[config.mk]
export PLATFORM = sky130hd
export DESIGN_NAME = json_structure_validator
export DESIGN_NICKNAME = d
export VERILOG_FILES = /design/src/rtl/jsv_pkg.sv /design/src/rtl/json_structure_validator.sv
export SDC_FILE = /design/constraint.sdc
export NUM_CORES = 1
export LEC_CHECK = 0
export BUFFER_PORTS_ARGS = -buffer_cell sky130_fd_sc_hd__clkbuf_2
export CAP_MARGIN = 5
export CORE_MARGIN = 2
export CORE_UTILIZATION = 43
export DETAILED_ROUTE_END_ITERATION = 16
export GPL_TIMING_DRIVEN = 0
export PLACE_DENSITY_LB_ADDON = 0.25
export RECOVER_POWER = 50
export SLEW_MARGIN = 15
export SYNTH_ARGS = -nofsm -noshare
export SYNTH_HDL_FRONTEND = slang
export SYNTH_SLANG_ARGS = --single-unit
[constraint.sdc]
create_clock -name clk -period 7.2 [get_ports clk]
set_clock_uncertainty 0.2 [all_clocks]
set_input_delay 1.44 -clock clk [delete_from_list [all_inputs] [get_ports clk]]
set_output_delay 1.44 -clock clk [all_outputs]
set_load 0.01 [all_outputs]
[src/rtl/jsv_pkg.sv]
`timescale 1ns / 1ps
// jsv_pkg: shared codes and constants for the json structure validator
// depends on nothing; imported by json_structure_validator

package jsv_pkg;

  localparam int JSV_MAX_DEPTH = 64;

  localparam int REQ_W    = 1;
  localparam int CLASS_W  = 4;
  localparam int STATUS_W = 4;
  localparam int NEST_W   = 7;
  localparam int KIND_W   = 3;

  typedef logic [REQ_W-1:0]    req_t;
  typedef logic [CLASS_W-1:0]  class_t;
  typedef logic [STATUS_W-1:0] status_t;
  typedef logic [NEST_W-1:0]   nest_t;
  typedef logic [KIND_W-1:0]   kind_t;

  localparam req_t REQ_TOKEN = 1'd0;
  localparam req_t REQ_END   = 1'd1;

  localparam class_t TC_OPEN_OBJ  = 4'd0;
  localparam class_t TC_OPEN_ARR  = 4'd1;
  localparam class_t TC_CLOSE_OBJ = 4'd2;
  localparam class_t TC_CLOSE_ARR = 4'd3;
  localparam class_t TC_COLON     = 4'd4;
  localparam class_t TC_COMMA     = 4'd5;
  localparam class_t TC_STRING    = 4'd6;
  localparam class_t TC_SCALAR    = 4'd7;

  localparam status_t ST_OK           = 4'd0;
  localparam status_t ST_BAD_OPEN     = 4'd1;
  localparam status_t ST_BAD_CLOSE    = 4'd2;
  localparam status_t ST_TRAILING     = 4'd3;
  localparam status_t ST_BAD_COLON    = 4'd4;
  localparam status_t ST_BAD_COMMA    = 4'd5;
  localparam status_t ST_BAD_KEY      = 4'd6;
  localparam status_t ST_BAD_VALUE    = 4'd7;
  localparam status_t ST_UNEXPECTED   = 4'd8;
  localparam status_t ST_END_VALUE    = 4'd9;
  localparam status_t ST_END_COLON    = 4'd10;
  localparam status_t ST_END_OPEN     = 4'd11;
  localparam status_t ST_OVERFLOW     = 4'd12;

  localparam kind_t K_NONE     = 3'd0;
  localparam kind_t K_OPEN_OBJ = 3'd1;
  localparam kind_t K_OPEN_ARR = 3'd2;
  localparam kind_t K_CLOSE    = 3'd3;
  localparam kind_t K_COLON    = 3'd4;
  localparam kind_t K_COMMA    = 3'd5;
  localparam kind_t K_KEY      = 3'd6;
  localparam kind_t K_VALUE    = 3'd7;

endpackage

[src/rtl/json_structure_validator.sv]
`timescale 1ns / 1ps
// json_structure_validator: token-level json structure checker, top level
// depends on jsv_pkg
//
// Takes one classified token or end-of-document marker per cycle and returns
// one result per item, registered, in the cycle after the transaction is
// accepted; a new transaction is taken every cycle while the result side
// keeps up. The top of the brace/bracket stack sits in a flop and the entries
// beneath it sit in a MAX_DEPTH-entry memory whose registered read always
// holds the entry under the top, so a close can pop without a separate read. The
// first error is sticky until the end item, which reports the verdict and
// returns everything to the reset state. No clearing pass is needed after
// reset.

module json_structure_validator #(
  parameter int MAX_DEPTH = jsv_pkg::JSV_MAX_DEPTH
) (
  input  logic              clk,
  input  logic              rst_n,
  input  logic              in_valid,
  output logic              in_stall,
  input  jsv_pkg::req_t     in_req_type,
  input  jsv_pkg::class_t   in_token_class,
  output logic              out_valid,
  input  logic              out_stall,
  output jsv_pkg::status_t  out_status,
  output jsv_pkg::nest_t    out_nest_depth,
  output logic              out_doc_end
);
  import jsv_pkg::*;

  localparam int DW = $clog2(MAX_DEPTH + 1);
  localparam int AW = $clog2(MAX_DEPTH);

  typedef logic [DW-1:0] depth_t;
  typedef logic [AW-1:0] addr_t;

  // control state
  depth_t  depth_r, depth_nxt;
  logic    top_r, top_nxt;
  logic    want_key_r, want_key_nxt;
  logic    want_value_r, want_value_nxt;
  logic    want_comma_r, want_comma_nxt;
  logic    want_colon_r, want_colon_nxt;
  kind_t   prior_r, prior_nxt;
  status_t err_r, err_nxt;
  logic    out_valid_r;

  // result payload
  status_t status_r, status_nxt;
  nest_t   nest_r, nest_nxt;
  logic    doc_end_r, doc_end_nxt;

  // stack memory below the top entry
  logic    mem [MAX_DEPTH];
  logic    below_r;
  logic    push;
  addr_t   wr_addr, rd_addr;
  depth_t  rd_sum;

  logic    acc, in_obj, in_arr, is_open, is_close, is_obj_cls;
  status_t tok_err;
  logic [DW+NEST_W-1:0] depth_ext;

  assign in_stall = out_valid_r && out_stall;
  assign acc      = in_valid && !in_stall;

  assign in_obj     = (depth_r != '0) && top_r;
  assign in_arr     = (depth_r != '0) && !top_r;
  assign is_open    = (in_token_class == TC_OPEN_OBJ) || (in_token_class == TC_OPEN_ARR);
  assign is_close   = (in_token_class == TC_CLOSE_OBJ) || (in_token_class == TC_CLOSE_ARR);
  assign is_obj_cls = (in_token_class == TC_OPEN_OBJ);

  always_comb begin
    depth_nxt      = depth_r;
    top_nxt        = top_r;
    want_key_nxt   = want_key_r;
    want_value_nxt = want_value_r;
    want_comma_nxt = want_comma_r;
    want_colon_nxt = want_colon_r;
    prior_nxt      = prior_r;
    err_nxt        = err_r;
    tok_err        = ST_OK;
    push           = 1'b0;

    // token evaluation
    if (is_open) begin
      if (!want_value_r) begin
        tok_err = ST_BAD_OPEN;
      end else if (depth_r == DW'(MAX_DEPTH)) begin
        tok_err = ST_OVERFLOW;
      end else begin
        push           = 1'b1;
        depth_nxt      = depth_r + 1'b1;
        top_nxt        = is_obj_cls;
        want_key_nxt   = is_obj_cls;
        want_value_nxt = !is_obj_cls;
        want_comma_nxt = 1'b0;
        want_colon_nxt = 1'b0;
        prior_nxt      = is_obj_cls ? K_OPEN_OBJ : K_OPEN_ARR;
      end
    end else if (is_close) begin
      if ((in_token_class == TC_CLOSE_OBJ && !in_obj) ||
          (in_token_class == TC_CLOSE_ARR && !in_arr)) begin
        tok_err = ST_BAD_CLOSE;
      end else if (prior_r == K_COMMA || prior_r == K_COLON || prior_r == K_KEY) begin
        tok_err = ST_TRAILING;
      end else begin
        depth_nxt      = depth_r - 1'b1;
        top_nxt        = below_r;
        want_comma_nxt = 1'b1;
        want_colon_nxt = 1'b0;
        want_key_nxt   = 1'b0;
        want_value_nxt = 1'b0;
        prior_nxt      = K_CLOSE;
      end
    end else if (in_token_class == TC_COLON) begin
      if (!want_colon_r || !in_obj) begin
        tok_err = ST_BAD_COLON;
      end else begin
        want_value_nxt = 1'b1;
        want_key_nxt   = 1'b0;
        want_comma_nxt = 1'b0;
        want_colon_nxt = 1'b0;
        prior_nxt      = K_COLON;
      end
    end else if (in_token_class == TC_COMMA) begin
      if (!want_comma_r || (!in_arr && !in_obj)) begin
        tok_err = ST_BAD_COMMA;
      end else begin
        want_comma_nxt = 1'b0;
        want_value_nxt = in_arr;
        want_key_nxt   = in_obj;
        prior_nxt      = K_COMMA;
      end
    end else if (in_obj && want_key_r) begin
      if (in_token_class != TC_STRING) begin
        tok_err = ST_BAD_KEY;
      end else begin
        want_colon_nxt = 1'b1;
        want_comma_nxt = 1'b0;
        want_value_nxt = 1'b0;
        want_key_nxt   = 1'b0;
        prior_nxt      = K_KEY;
      end
    end else if (want_value_r) begin
      if (in_token_class != TC_STRING && in_token_class != TC_SCALAR) begin
        tok_err = ST_BAD_VALUE;
      end else begin
        want_colon_nxt = 1'b0;
        want_value_nxt = 1'b0;
        want_comma_nxt = 1'b1;
        prior_nxt      = K_VALUE;
      end
    end else begin
      tok_err = ST_UNEXPECTED;
    end

    // a failing token, a latched error or an end item leaves the structure untouched
    if (err_r != ST_OK || tok_err != ST_OK || in_req_type == REQ_END) begin
      depth_nxt      = depth_r;
      top_nxt        = top_r;
      want_key_nxt   = want_key_r;
      want_value_nxt = want_value_r;
      want_comma_nxt = want_comma_r;
      want_colon_nxt = want_colon_r;
      prior_nxt      = prior_r;
      push           = 1'b0;
    end
    if (err_r == ST_OK && in_req_type == REQ_TOKEN) begin
      err_nxt = tok_err;
    end

    depth_ext   = {{NEST_W{1'b0}}, depth_nxt};
    nest_nxt    = depth_ext[NEST_W-1:0];
    status_nxt  = err_nxt;
    doc_end_nxt = 1'b0;

    if (in_req_type == REQ_END) begin
      priority if (err_r != ST_OK) begin
        status_nxt = err_r;
      end else if (want_value_r) begin
        status_nxt = ST_END_VALUE;
      end else if (want_colon_r) begin
        status_nxt = ST_END_COLON;
      end else if (depth_r != '0) begin
        status_nxt = ST_END_OPEN;
      end else begin
        status_nxt = ST_OK;
      end
      nest_nxt       = '0;
      doc_end_nxt    = 1'b1;
      depth_nxt      = '0;
      want_key_nxt   = 1'b0;
      want_value_nxt = 1'b1;
      want_comma_nxt = 1'b0;
      want_colon_nxt = 1'b0;
      prior_nxt      = K_NONE;
      err_nxt        = ST_OK;
    end
  end

  // stack memory addressing
  assign wr_addr = AW'(depth_r - 1'b1);
  assign rd_sum  = (acc ? depth_nxt : depth_r) - DW'(2);
  assign rd_addr = rd_sum[AW-1:0];

  always_ff @(posedge clk) begin
    if (acc && push && depth_r != '0) begin
      mem[wr_addr] <= top_r;
    end
    if ((acc ? depth_nxt : depth_r) >= DW'(2)) begin
      if (acc && push && depth_r != '0 && wr_addr == rd_addr) begin
        below_r <= top_r;
      end else begin
        below_r <= mem[rd_addr];
      end
    end
  end

  always_ff @(posedge clk) begin
    if (!rst_n) begin
      depth_r      <= '0;
      top_r        <= 1'b0;
      want_key_r   <= 1'b0;
      want_value_r <= 1'b1;
      want_comma_r <= 1'b0;
      want_colon_r <= 1'b0;
      prior_r      <= K_NONE;
      err_r        <= ST_OK;
      out_valid_r  <= 1'b0;
    end else if (acc) begin
      depth_r      <= depth_nxt;
      top_r        <= top_nxt;
      want_key_r   <= want_key_nxt;
      want_value_r <= want_value_nxt;
      want_comma_r <= want_comma_nxt;
      want_colon_r <= want_colon_nxt;
      prior_r      <= prior_nxt;
      err_r        <= err_nxt;
      out_valid_r  <= 1'b1;
    end else if (!out_stall) begin
      out_valid_r  <= 1'b0;
    end
  end

  always_ff @(posedge clk) begin
    if (acc) begin
      status_r  <= status_nxt;
      nest_r    <= nest_nxt;
      doc_end_r <= doc_end_nxt;
    end
  end

  assign out_valid      = out_valid_r;
  assign out_status     = status_r;
  assign out_nest_depth = nest_r;
  assign out_doc_end    = doc_end_r;

endmodule
Word level (Yosys, flattened, before mapping):

Memories as Yosys holds them, arrays and structs flattened. A register that Yosys moved wholly into a read port is not among the register bits.
Cells that the tools add are included.

* bitwise gates (word level): 2
* reductions and logical operators: 41
* add/subtract/negate cells: 3
* eq/ne operators: 29
* $lt $le $gt $ge: 1
* muxes and demuxes: 111

Operators with widths (number)
* $mux 1: 64
* $mux 7: 9
* $mux 3: 20
* $mux 4: 15
* $ne 6x6->1 const B: 4
* $reduce_and 11->1: 2
* $ne 7x7->1 const B: 2
* $reduce_and 7->1: 2
* $logic_and 1x1->1: 12
* $reduce_bool 6->1: 2
* $ne 2x2->1 const B: 5
* $ne 5x5->1 const B: 2
* $reduce_and 10->1: 1
* $eq 3x3->1 const B: 3
* $logic_or 1x1->1: 9
* $eq 4x2->1 const B: 2
* $eq 4x3->1 const B: 2
* $logic_not 4->1: 2
* $ne 4x3->1 const B: 2
* $ne 4x4->1 const B: 2
* $reduce_bool 4->1: 2
* $add 7x1->7 const B: 1
* $eq 7x7->1 const B: 1
* $ge 7x2->1 const B: 1
* other kinds (10): 20

* flip-flop bits (word level): 32
* memory bits (writable): 64
* output and inout bits: 14
* word-level logic and storage cells: 200
* memories: 1

Memories
* mem: words 64, bits a word 1, rd ports 1, clocked after Yosys merged registers in 1, wr ports 1, RTL line json_structure_validator.sv:55 `logic mem [MAX_DEPTH];`

Longest topological paths before layout:

* depth in word-level cells: 18
* mapped depth: 19

Worst setup path after synthesis:

No wires, ideal clock.

* kind: input to register
* start: in in_token_class[2]
* end: reg below_r, read port of mem, data pin
* data arrival time: 5074 ps
* slack: 1651 ps
* cell stages on the path: 18
* data required time: 6725 ps
* setup time: 275 ps
* cells stage by stage: buf_2 buf_2 nor3b_1 o211a_4 nand2_1 a221oi_1 nand4_1 o221ai_2 inv_1 clkbuf_1 ha_1 xnor2_2 buf_4 mux4_2 mux2i_1 o211ai_1 a2111oi_1 a2111oi_1

* longest elaborated chain between the ends: 16

RTL lines
* start: declaration: RTL line json_structure_validator.sv:23 `input jsv_pkg::class_t in_token_class,`
* $ne 4x3->1, on equally long branches: RTL line json_structure_validator.sv:137, json_structure_validator.sv:147
* $logic_and 1x1->1: RTL line json_structure_validator.sv:147 `if (in_token_class != TC_STRING && in_token_class != TC_SCALAR) begin`
* $mux 3: RTL line json_structure_validator.sv:147
* $mux 4: RTL line json_structure_validator.sv:146 `end else if (want_value_r) begin`
* $mux 4: RTL line json_structure_validator.sv:136 `end else if (in_obj && want_key_r) begin`
* $mux 4: RTL line json_structure_validator.sv:127 `end else if (in_token_class == TC_COMMA) begin`
* $mux 4: RTL line json_structure_validator.sv:117 `end else if (in_token_class == TC_COLON) begin`
* $mux 4: RTL line json_structure_validator.sv:102 `end else if (is_close) begin`
* $mux 4: RTL line json_structure_validator.sv:87 `if (is_open) begin`
* $reduce_bool 4->1: RTL line json_structure_validator.sv:160 `if (err_r != ST_OK || tok_err != ST_OK || in_req_type == REQ_END) begin`
* $logic_or 1x1->1 (2 in a row): RTL line json_structure_validator.sv:160
* $mux 7 *: RTL line json_structure_validator.sv:160
* $mux 7 *: RTL line json_structure_validator.sv:179 `if (in_req_type == REQ_END) begin`
* $mux 7 *
* $sub 6x2->6 / $ge 7x2->1 (equally long branches): RTL line json_structure_validator.sv:205, json_structure_validator.sv:212
* end: declaration: RTL line json_structure_validator.sv:56 `logic below_r;`

Mark *: on every way between the ends. The rest lies on a longest branch, timed or not.
A chain may end at the register's enable or synchronous reset.

Final worst setup path:

* start: in in_token_class[3]
* end: reg below_r, read port of mem, data pin

The elaborated chain is that of the path after synthesis.

==> results.md <==
Synth:
- During synthesis, Yosys emitted a total of 0 warnings.
- The fraction of synthesis flops using an asynchronous set or reset pin is 0%.
- The most instantiated library cell after synthesis is nor2_1.
- The synthesized netlist occupies a cell area of 5600 µm².
- The flop and latch count out of synthesis is 97.
- The cell count after synthesis came out at ~500.
- Summed over its instances, the top area cell type makes up between 40% and 50% of the synthesized netlist area.
- The post-synthesis cell type with the largest combined area is edfxtp_1.
- Sequential elements use 48.4% of the synthesized area.
- Sorting the synthesized cells by area gives the leading types as edfxtp_1 (41%), dfxtp_1 (7.1%), nor2_1 (6.4%), nand2_1 (3.2%), mux4_2 (2.8%).
- The synthesized netlist contains between 80 and 90 unique library cells.
- The number of nets in the synthesized netlist is approximately 530.
- The synthesized area per cell is about 11 µm².
- Counting instances in the post-synthesis netlist gives the leading cell types as nor2_1 (96), edfxtp_1 (77), nand2_1 (48).
- The most frequently used flop master after synthesis is edfxtp_1.
- The number of synthesized flops with an enable pin is 77.

STA:
- Static timing analysis puts the maximum clock frequency at around 0.15 GHz.
- Hold is met by approximately 0.3 ns.
- The share of the clock period used by the worst path after layout is 90.2%.
- Setup total negative slack on the finished layout was measured at 0 ns.
- In this run the tightest slew margin relative to its limit is 6.81%.
- The number of endpoints with negative hold slack in the final report came to 0.
- The number of failing setup endpoints in the final timing report is 0.
- Setup repair after global routing left no endpoint under its margin.
- The final critical-path required period is roughly 6.5 ns.
- At the pin with the least slew margin, the transition time is about 1.4 ns.
- The final-report max-slew violation count is 0.

Global route:
- The number of global-route vias before repair is about 4,100.
- Global routing finished with a remaining overflow of 0.
- The wire length of the first global-routing pass is roughly 22 mm.
- Entering global routing, the biggest net connects 38 pins.
- The initial antenna violation count is 0.
- Global routing consumed, over all layers together, between 20% and 30% of the routing resources.

Pwr:
- The internal power of the cells is about 0.91 mW.
- The worst-case IR drop observed on VDD is about 0.00017 V.
- The relative contribution of the clock network to total power is 40.8%.
- The static leakage is between 1.5 and 2 nW.
- The fraction of power consumed by combinational cells is 7.9%.
- The switching share of power is 23.2%.
- The switching power total is 0.276 mW.
- The sequential group share of total power is 51.3%.
- The total power density per cell area is 192 nW/µm².

Route:
- The DRC violations left is 0.
- For this run, the detailed router's first-pass iteration total came to 5.
- The remaining number of nets flagged by the antenna check after routing is 0.
- The count of vias placed by the detailed router is between 4,000 and 5,000.
- Dividing the detail-routed wire length by the instance count gives roughly 19 µm.
- The starting DRC count in detailed routing is between 200 and 300.
- The mean number of vias per cell is around 5.8.
- The final layout contains routed wiring with a total length of between 10 and 15 mm.

Die:
- The floorplan has 41 rows.
- The die height is 118 µm.
- The overall die width is 118 µm.
- The number of top-level pins is 23.
- The area of the core is ~13,000 µm².
- Once the floorplan was initialized, standard cells occupied ~44% of the core.
- The die covers around 14,000 µm².

Clocking:
- The cell sitting at the root of the clock tree is a clkbuf_16.
- The deepest level of the CTS H-tree is 3.
- The post-CTS setup-driven buffer insertion count is 0.
- The number of hold buffers added after CTS was 0.
- The clock tree from TritonCTS is done.
- The later pin in the worst-skew pair is clocked with a latency of between 0.3 and 0.4 ns.
- Counting the buffers created by CTS gives 9.
- Clock-pin slew was measured on the worst setup and hold paths at approximately 0.07 ns.
- Post-CTS repair changed the size of 0 cells.
- Counting along the longest clock path gives a buffer depth of 2.
- The number of clock sinks is 97.

Final layout:
- With fillers left out, the area of the finished cells amounts to roughly 6200 µm².
- From synthesis to final layout, the design area changed by 10.6%.
- The number of nets at the end of the flow is roughly 560.
- The number of antenna diodes in the final layout is 0.
- In the final layout, the share of cells above drive strength 1 is 13.8%.

Place:
- The count of buffers inserted at the top-level ports is 19.
- The half-perimeter wire length of the detailed placement result is roughly 9.7 mm.
- The cell area reported after detailed placement is roughly 6000 µm².
- The congestion estimate from routability-driven global placement came to between 0.8 and 0.9.

Setup path:
- The required arrival time at the worst endpoint is between 7 and 8 ns.
- The worst setup path is captured at a flip-flop.
- The worst-case register-to-register setup slack is approximately 1.1 ns.
- The data arrival time at the worst-slack endpoint is ~6.4 ns.
- The maximum fanout along the worst path is 10.
- STA classifies the critical path startpoint as a primary input.
- The critical path is of the in2reg type.

Job:
- Max-cap violations in this run came to 0.

Worst hold path:
- The worst hold path class is reg2reg.

Run status:
- The flow ran to the end, and the final reports show no timing, DRC or antenna violations.
[metal layers]
metal	global-route usage, %	part of all wire (%)	vias to the layer above
met1	28.1	44	2028
met2	30.7	46	140
met5	0	0	-
met4	6.02	1.6	0
li1	-	-	1993
met3	5.07	8.1	17
[power by group through the flow]
| stage | Clock [mW] | Sequential [mW] | Combinational, mW |
|---|---|---|---|
| after global routing | 0.517 | 0.611 | 0.102 |
| after global placement | 0 | 0.623 | 0.0937 |
| after CTS | 0.496 | 0.610 | 0.0952 |
| final | 0.485 | 0.610 | 0.0943 |
| after floorplan | 0 | 0.625 | 0.0662 |
| after detailed placement | 0 | 0.623 | 0.0948 |
[critical path, cell delays in order]
cell	delay, ns
clkbuf_1	0.18
nor4b_2	0.86
nand4_1	0.35
o311ai_1	0.18
nand3b_4	0.27
o31ai_2	0.09
o221ai_2	0.38
inv_1	0.18
clkbuf_1	0.29
ha_1	0.33
xnor2_2	0.24
buf_4	0.26
mux4_2	0.32
mux2i_1	0.18
o211ai_1	0.11
a2111oi_1	0.53
a2111oi_1	0.13
[final timing paths]
check	cells past startpoint	to	startpoint
worst max-delay path	17	below_r	in_token_class[3]
worst min register to register	2	want_key_r	want_key_r
worst min-delay path	2	want_key_r	want_key_r
worst max register to register	19	below_r	depth_r[0]
[cell families after synthesis]
logic type / after synthesis / synth area share [%]
and+or+nand+nor: 239 / 22.6
AOI/OAI and AO/OA: 95 / 13.9
adders and majority gates: 4 / 0.893
muxes: 26 / 7.75
xor gates and xnor gates: 17 / 3.06
DFF: 97 / 48.4
buffers and inverters: 37 / 3.42
[cell usage in the layout (no fill, tap or decap), drive strengths merged, types with 6 or more instances in the layout]
| cell | Yosys | routed |
|---|---|---|
| a21oi | 18 | 18 |
| a31oi | 10 | 10 |
| and2 | 11 | 11 |
| buf | 14 | 13 |
| clkbuf | 13 | 44 |
| dfxtp | 20 | 20 |
| edfxtp | 77 | 77 |
| inv | 10 | 14 |
| mux2i | 13 | 13 |
| mux4 | 12 | 12 |
| nand2 | 49 | 49 |
| nand2b | 9 | 9 |
| nand3 | 14 | 14 |
| nand4 | 10 | 10 |
| nor2 | 97 | 97 |
| nor2b | 8 | 8 |
| nor3 | 8 | 8 |
| nor4 | 8 | 8 |
| o21ai | 19 | 19 |
| xnor2 | 11 | 11 |
| xor2 | 6 | 6 |
[layout make-up]
cell class / count / area (µm²)
Tap cell: 172 / 215
Sequential cell: 97 / 2710
Timing Repair Buffer: 20 / 80.1
Clock inverter: 6 / 71.3
Inverter: 10 / 37.5
Buffer: 27 / 153
Multi-Input combinational cell: 381 / 2700
Fill cell: 1169 / 6470
Clock buffer: 10 / 229
[flip-flops by register name, indices dropped and copies added (netlist names), 3 cells and up]
register,cells
prior_r,3
mem,64
depth_r,7
err_r,4
out_status,4
out_nest_depth,7
[metrics by stage]
stage               cells  total power [mW]  util [%]  setup WS, ns
finish                723              1.19      48.9         0.708
floorplan             515             0.691         -          1.65
global placement      706             0.716      46.7         0.548
detailed placement    707             0.717      46.9         0.593
global route          723              1.23      48.9         0.537
CTS                   723              1.20      49.3         0.916
No activity file was read; power rests on OpenSTA's default activity.
